## config.mk

```make
export PLATFORM = sky130hd
export DESIGN_NAME = mhpq_cell
export DESIGN_NICKNAME = d
export VERILOG_FILES = /design/src/rtl/min_heap_priority_queue_defines.svh /design/src/rtl/mhpq_pkg.sv /design/src/rtl/mhpq_cell.sv
export SDC_FILE = /design/constraint.sdc
export NUM_CORES = 1
export LEC_CHECK = 0
export ABC_AREA = 0
export BUFFER_PORTS_ARGS = -buffer_cell sky130_fd_sc_hd__buf_2
export CAP_MARGIN = 20
export CORE_MARGIN = 2
export CORE_UTILIZATION = 46
export CTS_CLUSTER_SIZE = 30
export DETAILED_ROUTE_END_ITERATION = 16
export HOLD_SLACK_MARGIN = 0.15
export PLACE_DENSITY = 0.8
export SLEW_MARGIN = 20
export SYNTH_ARGS = -nofsm -noshare
export SYNTH_HDL_FRONTEND = slang
export SYNTH_SLANG_ARGS = --single-unit
```

## constraint.sdc

```tcl
create_clock -name i_clk -period 3.93 [get_ports i_clk]
set_input_delay 0.786 -clock i_clk [delete_from_list [all_inputs] [get_ports i_clk]]
set_output_delay 0.786 -clock i_clk [all_outputs]
set_load 0.02 [all_outputs]
```

## src/rtl/min_heap_priority_queue_defines.svh

```systemverilog
// Assertion macros for the min-heap priority queue.
`ifndef MIN_HEAP_PRIORITY_QUEUE_DEFINES_SVH
`define MIN_HEAP_PRIORITY_QUEUE_DEFINES_SVH

`ifndef NO_ASSERTIONS

// Checked every clock, skipped while reset is asserted.
`define MHPQ_ASSERT(lbl, prop) \
    lbl: assert property (@(posedge i_clk) disable iff (!i_rst_n) prop) \
        else $error("mhpq assertion failed");

// Checked every clock, reset included.
`define MHPQ_ASSERT_ALWAYS(lbl, prop) \
    lbl: assert property (@(posedge i_clk) prop) \
        else $error("mhpq assertion failed");

`else

`define MHPQ_ASSERT(lbl, prop)
`define MHPQ_ASSERT_ALWAYS(lbl, prop)

`endif

`endif

```

## src/rtl/mhpq_pkg.sv

```systemverilog
// Shared types and constants of the min-heap priority queue.
package mhpq_pkg;

    localparam int KEY_W            = 32;
    localparam int STATUS_W         = 2;
    localparam int COUNT_W          = 8;
    localparam int DEFAULT_CAPACITY = 128;

    localparam logic OP_INSERT  = 1'b0;
    localparam logic OP_EXTRACT = 1'b1;

    localparam logic [STATUS_W-1:0] ST_OK    = 2'd0;
    localparam logic [STATUS_W-1:0] ST_EMPTY = 2'd1;
    localparam logic [STATUS_W-1:0] ST_FULL  = 2'd2;

    // Command broadcast to every cell of the row.
    typedef struct packed {
        logic                    ins;
        logic                    ext;
        logic signed [KEY_W-1:0] value;
    } t_cell_ctrl;

endpackage

```

## src/rtl/mhpq_cell.sv

```systemverilog
// One slot of the sorted key row: holds a key, shifts right on insert, left on extract.
module mhpq_cell (
    input  logic                                 i_clk,
    input  mhpq_pkg::t_cell_ctrl                 i_ctrl,
    input  logic                                 i_valid,
    input  logic                                 i_gt_prev,
    input  logic signed [mhpq_pkg::KEY_W-1:0]    i_key_prev,
    input  logic signed [mhpq_pkg::KEY_W-1:0]    i_key_next,
    output logic                                 o_gt,
    output logic signed [mhpq_pkg::KEY_W-1:0]    o_key
);

    logic signed [mhpq_pkg::KEY_W-1:0] r_key;
    logic signed [mhpq_pkg::KEY_W-1:0] n_key;

    // Row is sorted ascending, so the gt flags form a suffix over the held keys.
    assign o_gt  = i_valid && (r_key > i_ctrl.value);
    assign o_key = r_key;

    always_comb begin
        n_key = r_key;
        if (i_ctrl.ins) begin
            if (i_gt_prev) begin
                n_key = i_key_prev;
            end else if (o_gt || !i_valid) begin
                n_key = i_ctrl.value;
            end
        end else if (i_ctrl.ext) begin
            n_key = i_key_next;
        end
    end

    always_ff @(posedge i_clk) begin
        r_key <= n_key;
    end

endmodule

```

==> impl_metrics.ini <==
[final_layout]
final-seq-area_um2 = 960.9
multiInputGateArea_um2 = 1371
nets = 529
final-instance-count-excl-fill = 467
areaGrowthSynthToFinish_pct = 33.08
antennaDiodeCount = 0
design_area_um2 = 3322
fillCellCount = 455
layout_common_cells = 133 x buf_2, 45 x a21oi_1, 35 x nor2_1, 33 x inv_1
largest_reg_flops = 32
drive_gt1_share_pct = 38.04
layout_commonest_cell = buf_2

[logic_synthesis]
syn_area_um2 = 2496
synth_cell_types = 31
avgSynthCellArea_um2 = 9.491
synth_top_area_cell = edfxtp_1
yosys_warnings = 0
synthDominantCellAreaShare_pct = 38.50
ys_seq_area_share_pct = 38.50
synth_nets = 396
synth.area.top_cells = edfxtp_1 38%, ha_1 16%, mux2i_1 13%
netlist_instances = 263
yosys_register_bits = 32

[power]
irDropWorstVdd_mv = 0.1810
p_sw_w = 0.0003764
power_density_nw_per_um2 = 330.5
intPower_w = 0.0007217
clkPwrFrac_pct = 21.9
power_frac_seq_pct = 42.1
power_leakage_nw = 1.724
comb_power_share_pct = 36.0
switching_share_pct = 34.28

[critical_path]
reg2reg_to = o_key[4]
cp.arrival_ns = 2.63
path_cells = buf_2 -> inv_1 -> ha_1 -> a21oi_1 -> o21ai_0 -> a221o_1 -> o31a_1 -> o2111ai_2 -> o41ai_2 -> buf_2
worstSetupStartpointType = input pin
cp_common_cell = buf_2
max_stage_delay_ns = 0.35
cp_num_buf_inv = 3
required_ns = 3.14
r2r-start = o_key[1]
timing_worst_setup_path_type = input pin to primary output
critPathTopFamily = compound AO/OA/AOI/OAI gates
crit_fanout = 3
end_kind = primary output
r2r_cells = 8
crit_slowest_cell = o31a_1
ff2ff_setup_slack_ns = 1.45

[timing]
max_clock_freq_mhz = 292.6
fin_crit_ns = 3.417
rsz0062_at_grt = false
finalWorstSetupSlack_ns = 0.5126
final.period_utilization_pct = 86.96
skew_ns = 0.003026
slew_viol_final = 0
slew_headroom_pct = 58.09
setup-violations-final = 0
tightest_slew_ns = 0.6287
tns_ns = 0
finalHoldViolations = 0

[placed_design]
placedCellCount = 459
port_buffers = 133
placedInstanceArea_um2 = 3239
hpwlAfterDp_um = 4960
pre_cts_slack_ns = 0.5550
gp_congestion = 0.7868

[grt]
grt_max_degree = 66
grt_pass1_wl_um = 10240
antenna_found_initial = 0
grtUsageTotal_pct = 21.02
grt_overflow = 0
grt_pass1_vias = 2355

[cts]
clockBufferDepth = 2
ctsResizeCount = 0
cts_tree = yes
htreeDepth = 2
cts_root_buf = clkbuf_8
cts_hold_buf = 0
cts_buffers = 5
insertion_delay_ns = 0.28
cts_setup_buffers = 0
clk_pin_slew_ns = 0.07
cts_sinks = 32

[detailed_routing]
first_iter_violations = 74
routed_wl_um = 6132
top_layer = met4
wl_met2_um = 3094
firstDrtPassIters = 4
wl_met1_um = 2573
num_vias = 2354
met3WireLength_um = 357
ant_nets = 0
wire_per_inst_um = 13.13
drc = 0
vias_per_cell = 5.041

[min_path]
hold_class = input pin to register
worstHoldPathCells = 3
min_from = i_key_next[24]
hold_path_end = o_key[24]

[flow_run]
max-cap-violations = 0

[status]
outcome = finished clean

[floorplanning]
ioPinCount = 134
die_width_um = 77.67
core-area_um2 = 5172
start_util_pct = 48.26
fp.dieH_um = 77.67
rows = 26
die_area_um2 = 6032
==> area by class of cell <==
cell class	count	share of cell area, %
Tap cell	70	2.637
Clock buffer	5	2.072
Sequential cell	32	28.93
Inverter	33	3.729
Timing Repair Buffer	137	20.94
Clock inverter	3	0.4143
Multi-Input combinational cell	187	41.28
==> synth_stat cells, drive strengths merged <==
| master | number |
|---|---|
| a2111oi | 1 |
| a211oi | 1 |
| a21o | 1 |
| a21oi | 45 |
| a221o | 1 |
| a22oi | 1 |
| a2bb2oi | 1 |
| and3 | 1 |
| buf | 3 |
| clkbuf | 8 |
| edfxtp | 32 |
| ha | 32 |
| inv | 33 |
| mux2i | 32 |
| nand2 | 9 |
| nand2b | 1 |
| nand3 | 4 |
| nand4 | 8 |
| nor2 | 35 |
| nor2b | 1 |
| nor3 | 1 |
| nor4 | 2 |
| o2111ai | 1 |
| o211ai | 2 |
| o21ai | 4 |
| o31a | 1 |
| o41ai | 1 |
| or2 | 1 |
==> logic make-up (layout without fill, tap and decap cells) <==
family	Yosys count	in the layout	synth area share (%)
muxes	32	32	12.83
buffers and inverters	44	178	6.767
adders and majority gates	32	32	16.04
DFF	32	32	38.50
AOI/OAI and AO/OA	60	60	14.24
and+or+nand+nor	63	63	11.63
==> metal layers <==
layer | GRT usage, % | vias to the layer above
met5 | 0 | -
li1 | - | 1213
met3 | 3.953 | 9
met2 | 38.36 | 74
met4 | 6.071 | 0
met1 | 24.91 | 1058
==> worst max path at each step <==
stage	start	to	slack, ns	cells past startpoint
after floorplan	i_ctrl[14]	o_key[0]	0.53	8
after global placement	i_ctrl[7]	o_gt	0.58	10
after detailed placement	i_ctrl[7]	o_gt	0.56	10
after CTS	i_ctrl[7]	o_gt	0.53	10
after global routing	i_ctrl[1]	o_gt	0.39	10
final	i_ctrl[7]	o_gt	0.51	10
==> power by group through the flow <==
stage	sequential (W)	clock [W]	combinational, W
after CTS	0.000463	0.000247	0.000399
after global placement	0.000468	0	0.000386
final	0.000462	0.000240	0.000395
after floorplan	0.000529	0	0.000186
after detailed placement	0.000470	0	0.000396
after global routing	0.000469	0.000260	0.000444
==> through the flow <==
stage	util (%)	power, W	hold WS (ns)
2_1_floorplan	-	0.0007150	1.012
3_3_place_gp	62.63	0.0008534	1.105
3_5_place_dp	62.63	0.0008662	1.110
4_1_cts	64.22	0.001109	0.8192
5_1_grt	64.22	0.001172	0.8335
6_report	64.22	0.001098	0.8208
==> worst register-to-register path: stages (launching register included) <==
cell       delay [ns]
edfxtp_1         0.41
ha_1             0.32
nor2b_1          0.14
o211ai_1         0.11
a2111oi_0        0.45
o31a_1           0.29
a2bb2oi_1        0.10
nand3_2          0.08
buf_4            0.28
Power figures use the tool's default switching activity.
